$ cat src/pfr_pkg.sv
// pfr_pkg: shared types and constants for the packet frame receiver
// no dependencies; used by pfr_step and packet_frame_receiver_core
package pfr_pkg;

    localparam logic [7:0] HEAD_BYTE = 8'hCC;
    localparam logic [7:0] TAIL_BYTE = 8'hB9;

    // receiver phase, one-hot
    typedef enum logic [4:0] {
        PH_IDLE  = 5'b00001,
        PH_LEN   = 5'b00010,
        PH_BODY  = 5'b00100,
        PH_TAIL  = 5'b01000,
        PH_CHECK = 5'b10000
    } t_phase;

    // result event codes
    typedef enum logic [1:0] {
        EV_NONE = 2'd0,
        EV_BYTE = 2'd1,
        EV_GOOD = 2'd2,
        EV_BAD  = 2'd3
    } t_event;

    typedef struct packed {
        t_phase     phase;
        logic [7:0] body_length;
        logic [7:0] body_count;
        logic [7:0] checksum;
    } t_state;

    typedef struct packed {
        t_event     event_res;
        logic [7:0] byte_value;
        logic [6:0] byte_index;
        logic [7:0] frame_length;
        logic [7:0] running_checksum;
    } t_result;

endpackage

$ cat src/pfr_step.sv
// pfr_step: per-byte next-state and result logic of the frame receiver
// depends on pfr_pkg
module pfr_step #(
    parameter int MAX_LEN = 128
) (
    input  pfr_pkg::t_state  i_state,
    input  logic [7:0]       i_rx_byte,
    output pfr_pkg::t_state  o_state,
    output pfr_pkg::t_result o_result
);

    localparam logic [7:0] MaxLen = 8'(MAX_LEN);

    logic [7:0] rot;
    logic [7:0] folded;
    logic [7:0] count_inc;

    assign rot       = {i_state.checksum[0], i_state.checksum[7:1]};
    assign folded    = rot + i_rx_byte;
    assign count_inc = i_state.body_count + 8'd1;

    always_comb begin
        o_state  = i_state;
        o_result = '{event_res: pfr_pkg::EV_NONE, byte_value: 8'd0, byte_index: 7'd0,
                     frame_length: 8'd0, running_checksum: 8'd0};
        case (i_state.phase)
            pfr_pkg::PH_LEN: begin
                o_state.body_length = i_rx_byte;
                if (i_rx_byte > MaxLen) begin
                    o_result.event_res = pfr_pkg::EV_BAD;
                    o_state.phase      = pfr_pkg::PH_IDLE;
                    o_state.body_count = 8'd0;
                    o_state.checksum   = 8'd0;
                end else if (i_rx_byte == 8'd0) begin
                    o_state.phase = pfr_pkg::PH_TAIL;
                end else begin
                    o_state.body_count = 8'd0;
                    o_state.checksum   = 8'd0;
                    o_state.phase      = pfr_pkg::PH_BODY;
                end
                o_result.running_checksum = o_state.checksum;
            end
            pfr_pkg::PH_BODY: begin
                o_state.checksum          = folded;
                o_state.body_count        = count_inc;
                o_result.event_res        = pfr_pkg::EV_BYTE;
                o_result.byte_value       = i_rx_byte;
                o_result.byte_index       = i_state.body_count[6:0];
                o_result.running_checksum = folded;
                if (count_inc >= i_state.body_length) begin
                    o_state.phase = pfr_pkg::PH_TAIL;
                end
            end
            pfr_pkg::PH_TAIL: begin
                o_result.running_checksum = i_state.checksum;
                if (i_rx_byte == pfr_pkg::TAIL_BYTE) begin
                    o_state.phase = pfr_pkg::PH_CHECK;
                end else begin
                    o_result.event_res = pfr_pkg::EV_BAD;
                    o_state.phase      = pfr_pkg::PH_IDLE;
                    o_state.body_count = 8'd0;
                    o_state.checksum   = 8'd0;
                end
            end
            pfr_pkg::PH_CHECK: begin
                o_result.running_checksum = i_state.checksum;
                o_result.event_res = (i_rx_byte == i_state.checksum) ?
                                     pfr_pkg::EV_GOOD : pfr_pkg::EV_BAD;
                o_state.phase      = pfr_pkg::PH_IDLE;
                o_state.body_count = 8'd0;
                o_state.checksum   = 8'd0;
            end
            default: begin
                // idle: hunt for the head byte
                o_state.body_count = 8'd0;
                o_state.checksum   = 8'd0;
                o_state.phase = (i_rx_byte == pfr_pkg::HEAD_BYTE) ?
                                pfr_pkg::PH_LEN : pfr_pkg::PH_IDLE;
            end
        endcase
        o_result.frame_length = o_state.body_length;
    end

endmodule

$ cat src/packet_frame_receiver_core.sv
// packet_frame_receiver_core: byte-serial deframer with 8-bit rotate-and-add checksum
// result path: an accepted byte passes through the input register and then the result register;
// the result register is filled only while it is empty or being drained
// throughput: one byte per cycle while the result channel is not stalled; one result transaction per input transaction
// reset (i_rst_n low, synchronous): phase idle, length/count/checksum zero, both stages empty
// depends on pfr_pkg and pfr_step
module packet_frame_receiver_core #(
    parameter int MAX_LEN = 128
) (
    input  logic       i_clk,
    input  logic       i_rst_n,
    // input channel
    input  logic       i_valid,
    output logic       o_ready,
    input  logic [7:0] i_rx_byte,
    // result channel
    output logic       o_valid,
    input  logic       i_ready,
    output logic [1:0] o_event_res,
    output logic [7:0] o_byte_value,
    output logic [6:0] o_byte_index,
    output logic [7:0] o_frame_length,
    output logic [7:0] o_running_checksum
);

    // input register: holds one accepted byte until the step logic consumes it
    logic             r_in_vld;
    logic [7:0]       r_in_byte;

    // frame state, updated once per consumed byte
    pfr_pkg::t_state  r_state;
    pfr_pkg::t_state  n_state;

    // result register
    logic             r_out_vld;
    pfr_pkg::t_result r_out;
    pfr_pkg::t_result n_out;

    logic             advance;
    logic             in_take;

    // the held byte moves into the result register whenever that register is
    // empty or being drained in the same cycle
    assign advance = r_in_vld && (!r_out_vld || i_ready);
    assign o_ready = !r_in_vld || advance;
    assign in_take = i_valid && o_ready;

    pfr_step #(
        .MAX_LEN (MAX_LEN)
    ) u_step (
        .i_state   (r_state),
        .i_rx_byte (r_in_byte),
        .o_state   (n_state),
        .o_result  (n_out)
    );

    // input stage
    always_ff @(posedge i_clk) begin
        if (!i_rst_n) begin
            r_in_vld <= 1'b0;
        end else if (in_take) begin
            r_in_vld <= 1'b1;
        end else if (advance) begin
            r_in_vld <= 1'b0;
        end
    end

    always_ff @(posedge i_clk) begin
        if (in_take) begin
            r_in_byte <= i_rx_byte;
        end
    end

    // frame state commits together with the result it produced
    always_ff @(posedge i_clk) begin
        if (!i_rst_n) begin
            r_state <= '{phase: pfr_pkg::PH_IDLE, body_length: 8'd0,
                         body_count: 8'd0, checksum: 8'd0};
        end else if (advance) begin
            r_state <= n_state;
        end
    end

    // result stage
    always_ff @(posedge i_clk) begin
        if (!i_rst_n) begin
            r_out_vld <= 1'b0;
        end else if (advance) begin
            r_out_vld <= 1'b1;
        end else if (i_ready) begin
            r_out_vld <= 1'b0;
        end
    end

    always_ff @(posedge i_clk) begin
        if (advance) begin
            r_out <= n_out;
        end
    end

    assign o_valid            = r_out_vld;
    assign o_event_res        = r_out.event_res;
    assign o_byte_value       = r_out.byte_value;
    assign o_byte_index       = r_out.byte_index;
    assign o_frame_length     = r_out.frame_length;
    assign o_running_checksum = r_out.running_checksum;

    // idle always leaves the body counter and checksum cleared
    a_idle_clear: assert property (@(posedge i_clk) disable iff (!i_rst_n)
        r_state.phase == pfr_pkg::PH_IDLE |->
            r_state.body_count == 8'd0 && r_state.checksum == 8'd0)
        else $error("idle with stale count or checksum");

    // a delivered body byte always lies inside the announced length
    a_index_in_frame: assert property (@(posedge i_clk) disable iff (!i_rst_n)
        r_out_vld && r_out.event_res == pfr_pkg::EV_BYTE |->
            {1'b0, r_out.byte_index} < r_out.frame_length)
        else $error("body byte index beyond frame length");

    // a good frame never carries an oversize length
    a_good_len: assert property (@(posedge i_clk) disable iff (!i_rst_n)
        r_out_vld && r_out.event_res == pfr_pkg::EV_GOOD |->
            r_out.frame_length <= 8'(MAX_LEN))
        else $error("good frame with oversize length");

    // a held byte is not dropped while the result side stalls
    a_hold_input: assert property (@(posedge i_clk) disable iff (!i_rst_n)
        r_in_vld && !advance |=> r_in_vld && $stable(r_in_byte))
        else $error("held input byte lost");

    // the body phase is only entered from the length phase
    a_body_entry: assert property (@(posedge i_clk) disable iff (!i_rst_n)
        $rose(r_state.phase == pfr_pkg::PH_BODY) |->
            $past(r_state.phase) == pfr_pkg::PH_LEN)
        else $error("body phase entered out of order");

endmodule
$ cat config.mk
export PLATFORM = sky130hd
export DESIGN_NAME = packet_frame_receiver_core
export DESIGN_NICKNAME = d
export VERILOG_FILES = /design/src/pfr_pkg.sv /design/src/pfr_step.sv /design/src/packet_frame_receiver_core.sv
export SDC_FILE = /design/constraint.sdc
export NUM_CORES = 1
export LEC_CHECK = 0
export ABC_AREA = 0
export BUFFER_PORTS_ARGS = -buffer_cell sky130_fd_sc_hd__buf_2
export CAP_MARGIN = 30
export CORE_MARGIN = 8
export CORE_UTILIZATION = 57
export DETAILED_ROUTE_END_ITERATION = 8
export MAX_ROUTING_LAYER = met4
export PLACE_DENSITY_LB_ADDON = 0.12
export REMOVE_ABC_BUFFERS = 1
export SYNTH_ARGS = -nofsm -noshare
export SYNTH_HDL_FRONTEND = slang
export SYNTH_SLANG_ARGS = --single-unit
$ cat constraint.sdc
create_clock -name i_clk -period 3.6 [get_ports i_clk]
set_clock_uncertainty 0.15 [all_clocks]
set_input_delay 0.36 -clock i_clk [delete_from_list [all_inputs] [get_ports i_clk]]
set_output_delay 0.36 -clock i_clk [all_outputs]
set_load 0.01 [all_outputs]
; ---- Word-level counts from Yosys, hierarchy flattened
; Index checks and enable logic that the tools add are counted.
[totals]
ff_bits = 72
input_bits = 12
out_inout_bits = 35
wordCells = 59
[op_classes]
add_sub_neg = 2
n_lt_le_gt_ge = 2
eq_ne = 10
n_mux = 20
reduce_logical = 13
[op_table]
columns = operator, n
row1 = 16-bit two-way mux, 3
row2 = 16-bit case mux with 3 select lines, 1
row3 = 8-bit case mux with 3 select lines, 1
row4 = 5-bit case mux with 4 select lines, 1
row5 = 8-bit == test (second input constant), 2
row6 = 5-bit two-way mux, 3
row7 = 8-bit by 1-bit adder with 8-bit output (second input constant), 1
row8 = 8-bit adder, 1
row9 = 8-bit == test, 1
row10 = 8-bit >= comparator, 1
row11 = 8-bit greater-than comparator (second input constant), 1
row12 = 8-bit zero test, 1
row13 = 8-bit two-way mux, 1
row14 = 2-bit case mux with 4 select lines, 1
row15 = 2-bit two-way mux, 3
row16 = 5-bit by 2-bit == test with 1-bit output (second input constant), 1
row17 = 5-bit by 3-bit == test with 1-bit output (second input constant), 1
row18 = 5-bit by 4-bit == test with 1-bit output (second input constant), 1
row19 = 5-bit == test (second input constant), 1
row20 = 1-bit two-way mux, 5
row21 = 4-bit two-way mux, 1
row22 = 2-bit AND reduction, 2
row23 = 2-bit nonzero test, 2
row24 = 3-bit by 2-bit inequality test with 1-bit output (second input constant), 1
row25 = 7 further kinds, 10

; ---- Logic depth before layout (Yosys ltp)
[depth]
ltp_word = 6
depth_mapped = 11
ltp_nobuf = 11

; ---- By module
; Synthesis repeated with hierarchy kept, for this count alone.
[unflattened]
hier_cells = 378
area_unflattened_um2 = 3844.9
[modules_own_cells]
columns = mod, instances, cells_each, area_each_um2, seq_area_each_um2
row1 = packet_frame_receiver_core, 1, 177, 2481.1, 1851.8
row2 = pfr_step, 1, 201, 1363.8, 0.0

; ---- Worst setup path after synthesis
; OpenSTA, ideal clock, no wires.
[synth_timing]
path_kind = reg2reg
start = register r_out_vld (netlist: o_valid)
end = register r_state[27] in the netlist's numbering
setup_time_ns = 0.119
t_arrival_ns = 2.398
required_time_ns = 3.331
slack_ns = 0.933
stages_incl_launch_ff = 8
n_path_buf = 2
synth_period_minus_slack_ns = 2.667
path_cell_list = dfxtp_1 nor2b_1 nand2b_1 buf_2 inv_2 clkbuf_1 nand2_1 o221a_2
[synth_between]
elab_chain_len = 4
[synth_lines]
columns = element, line
row1 = from (decl), packet_frame_receiver_core.sv:35  ; logic r_out_vld;
row2 = from (signal assigned), packet_frame_receiver_core.sv:87  ; r_out_vld <= 1'b0;
row3 = from (signal assigned), packet_frame_receiver_core.sv:89  ; r_out_vld <= 1'b1;
row4 = from (signal assigned), packet_frame_receiver_core.sv:91  ; r_out_vld <= 1'b0;
row5 = 1-bit zero test, packet_frame_receiver_core.sv:44  ; assign advance = r_in_vld && (!r_out_vld || i_ready);
row6 = 1-bit logical OR, packet_frame_receiver_core.sv:44
row7 = 1-bit logical AND, packet_frame_receiver_core.sv:44
row8 = via advance, packet_frame_receiver_core.sv:39  ; logic advance;
row9 = 2-bit AND reduction (no source line), -
row10 = to (signal assigned), packet_frame_receiver_core.sv:77  ; r_state <= '{phase: pfr_pkg::PH_IDLE, body_length: 8'd0,
row11 = to (signal assigned), packet_frame_receiver_core.sv:80  ; r_state <= n_state;
row12 = to (decl), packet_frame_receiver_core.sv:31  ; pfr_pkg::t_state r_state;
; The timed path passes the listed nets, and every way through them passes these cells.
; A chain may end at the register's enable or synchronous reset.

; ---- Worst setup path after layout
[layout_timing]
start = register r_state[10] in the netlist's numbering
end = register r_state[27] in the netlist's numbering
[layout_between]
elab_chain_len = 4
[layout_lines]
columns = element, line
row1 = 8-bit by 1-bit adder with 8-bit output, pfr_step.sv:20  ; assign count_inc = i_state.body_count + 8'd1;
row2 = 8-bit >= comparator, pfr_step.sv:50  ; if (count_inc >= i_state.body_length) begin
row3 = 2-bit by 1-bit inequality test with 1-bit output (no source line), -
row4 = 2-bit AND reduction (no source line), -
; No other way between the ends.

==> results summary <==
The register cell area after layout came out at 0.001852 mm2. Dividing the final minimum period by the clock period gives 0.7610. The flow ran to the end, and the final reports show no timing, DRC or antenna violations. The synthesized area is 0.003571 mm2. The detailed router finished its first iteration with 198 violations. The count of final max-slew check failures came to 0. Summing all multi-input logic gate instances after layout gives 0.001595 mm2. The synthesized area per cell came out at 10.99 um2.

The number of antenna violations at the first check in global routing is 0. In the synthesized netlist the dominant register cell turns out to be edfxtp_1. STA classifies the critical path startpoint as a flip-flop. Buffers added to address setup during post-CTS repair amount to 0.

The synthesis-to-finish area growth is 12.54%. The global placement routability congestion is 0.9245. The final net count came out at 400. After layout, the minimum clock period comes to roughly 2.7 ns. The synthesized instance count is approximately 330. The count of hold buffers inserted by post-cts repair is 0. Summing all non-filler instances in the final layout gives an area of between 0.004 and 0.005 mm2.

The total of endpoints with negative setup slack in the final report came out at 0. The clock latency reported for the late side of the worst-skew pair came out at 0.34 ns. The standard cell area after detailed placement came out at 0.003852 mm2. The half-perimeter wire length after placement is 5272 um. The measured slew at the worst slew-check pin came out at just under 0.6 ns. The count of inserted antenna diode cells is 0. The H-tree depth is 3. Counting flops with an async set or reset pin after synthesis yields a share of 0. The die span in y came out at 95.15 um.

For this run, the register share of the synthesized area comes to 0.5186. 47 I/O pins were placed. The worst setup path is captured at a flip-flop. The clock net sink count came out at 72. The vias after detailed routing is 2565. The most numerous cell in the Yosys netlist is edfxtp_1. The worst-case headroom to the max-slew limit is 0.5932. The horizontal extent of the die came out at 95.15 um. edfxtp_1 takes more of the synthesized area than any other cell. The count of antenna-violating nets left after detailed routing came out at 0. The post-detailed-routing wire length is approximately 7500 um. The critical path is of the flip-flop to flip-flop type. Counting instances in the post-synthesis netlist gives the leading cell types as edfxtp_1 (41), dfxtp_1 (31), nand2_1 (29), nor2_1 (17). The worst-case clock buffer depth is 2. The port buffer count came out at 46. Across the run, the number of max-cap violations was 0. The yosys synthesis warning count is 0. The global route total overflow is 0. In the final routed layout, each cell accounts on average for ~16 um. The largest fanout on the critical path came out at 6. The via density per instance came out at 5.662.

Sorting the synthesized cells by area gives the leading types as edfxtp_1 (34%), dfxtp_1 (17%), ha_1 (5.6%). The tree is rooted in a clkbuf_8. In this run the power density over the cells is around 380 mW/mm2. The worst hold path belongs to the class input port to flip-flop. The total CTS buffers is 9. Data arrives at the worst endpoint at ~2.8 ns. The post-layout utilization of the core came out at 0.6477. The top cell type's share of synthesized area came out at 0.3448.

The area inside the core boundary is 0.006205 mm2. Summed over all cells, the static leakage comes to between 0.0015 and 0.002 uW. The initial utilization of the core area, before any placement, comes to 0.5755. TritonCTS built the clock tree. Counting flops with a built-in enable in the synthesized netlist gives 41. The peak clock frequency supported by timing is 0.3650 GHz.

Yosys mapped the design onto 53 distinct sky130hd cell types. Setup repair after global routing left no endpoint under its margin. The floorplan die area is 0.009054 mm2. The detailed-routing iteration count for the pre-antenna-repair pass came out at 4.

The worst path setup slack after routing came out at 0.8606 ns. The required time of the worst setup path is 3.68 ns. The count of cells resized by post-cts repair came out at 0. The overall routing resource usage came out at 0.1822. The flop and latch count out of synthesis came out at slightly above 70. The final hold violation count came out at 0. The worst slack after detailed placement came out at ~0.93 ns. The maximum vdd drop is 0.2076 mV. The number of core rows came out at 29.

The first-pass GRT wire length is 12370 um. Of the cells placed in the final design, the portion with a size suffix greater than 1 is 0.2074. The DRC violation count after routing is 0. The pin count of the biggest net entering global routing is 27. The number of global-route vias before repair came out at 2508.

Fill cells in the final layout number 495. Adding up every negative setup slack in the final design gives 0 ns. The clock-pin slew on the worst setup and hold paths is roughly 0.07 ns.
-- worst max-delay path: stages, from the launching register on --
cell	delay, ns
dfxtp_1	0.43
nand3_1	0.14
nor2_1	0.27
nand3_1	0.13
xnor2_1	0.22
ha_1	0.28
a21oi_1	0.21
nand3_1	0.13
o21ai_0	0.24
nor2_1	0.14
o221a_2	0.28
-- cells in the final DEF (no fill, tap or decap), types with 3 or more instances in the layout --
cell type  count
edfxtp_1      41
a21oi_1        9
nand3_1        9
and3_1        16
o21ai_0       15
clkbuf_8      10
mux2i_1        4
a22o_1        14
xnor2_1       16
o21ai_1        3
buf_2         46
mux2_2         7
buf_4          4
and2_1         5
nand4_1        3
ha_1          16
xor2_1         6
nor2_1        17
clkbuf_1       3
nor3_1         4
nor2b_1        9
inv_1         12
dfxtp_1       31
a21boi_0       8
nand2_1       29
-- flip-flops by register name, indices dropped and copies added, names as in the netlist --
register and count:
o_byte_index 7, o_byte_value 8, o_event_res 2, o_frame_length 8, o_running_checksum 8, o_valid 1, r_in_byte 8, r_in_vld 1
r_state 29
-- final cells by class --
type,count,area share
Sequential cell,72,0.4608
Multi-Input combinational cell,225,0.3969
Timing Repair Buffer,50,0.06476
Clock buffer,13,0.03705
Tap cell,77,0.02397
Inverter,13,0.01214
Clock inverter,3,0.004359
-- final timing paths --
| check | end | slack (ns) | depth (start not counted) | start |
|---|---|---|---|---|
| setup / recovery | r_state[27] | 0.86 | 10 | r_state[10] |
| hold / removal | r_in_byte[4] | 0.04 | 1 | i_rx_byte[4] |
| setup reg to reg | r_state[27] | 0.86 | 10 | r_state[10] |
| hold reg to reg | r_state[20] | 0.34 | 2 | r_state[20] |
-- cell families (layout without fill, tap and decap cells) --
group / after synthesis / after routing / share of synthesized area
AOI/OAI and AO/OA: 70 / 70 / 0.1416
xor gates and xnor gates: 22 / 22 / 0.05396
adders and majority gates: 17 / 17 / 0.06167
muxes: 11 / 11 / 0.03329
and+or+nand+nor: 105 / 105 / 0.1563
DFF: 72 / 72 / 0.5186
buffers and inverters: 28 / 79 / 0.03469
-- routing by layer --
metal	track usage	vias up	share of wire
met5	-	-	0
met4	0.08192	0	0.023
met3	0.04173	15	0.055
met2	0.2687	61	0.44
met1	0.2335	1208	0.49
li1	-	1281	-
-- where the power goes --
| group | switching [uW] | leakage (uW) | internal [uW] | total [uW] |
|---|---|---|---|---|
| combinational | 55.8 | 0.000891 | 35.6 | 91.5 |
| sequential | 20.0 | 0.000652 | 888 | 908 |
| clock | 276 | 0.0000834 | 267 | 543 |
| total | 352 | 0.00163 | 1190 | 1540 |
-- per-stage QoR --
| stage | power [uW] | hold WS (ns) | std cells |
|---|---|---|---|
| after floorplan | 975.4 | 0.2884 | 310 |
| after global placement | 1017 | 0.3122 | 437 |
| after detailed placement | 1018 | 0.3257 | 437 |
| after CTS | 1553 | 0.02959 | 453 |
| after global routing | 1595 | 0.02381 | 453 |
| final | 1543 | 0.04119 | 453 |
No activity file was read; power rests on OpenSTA's default activity.
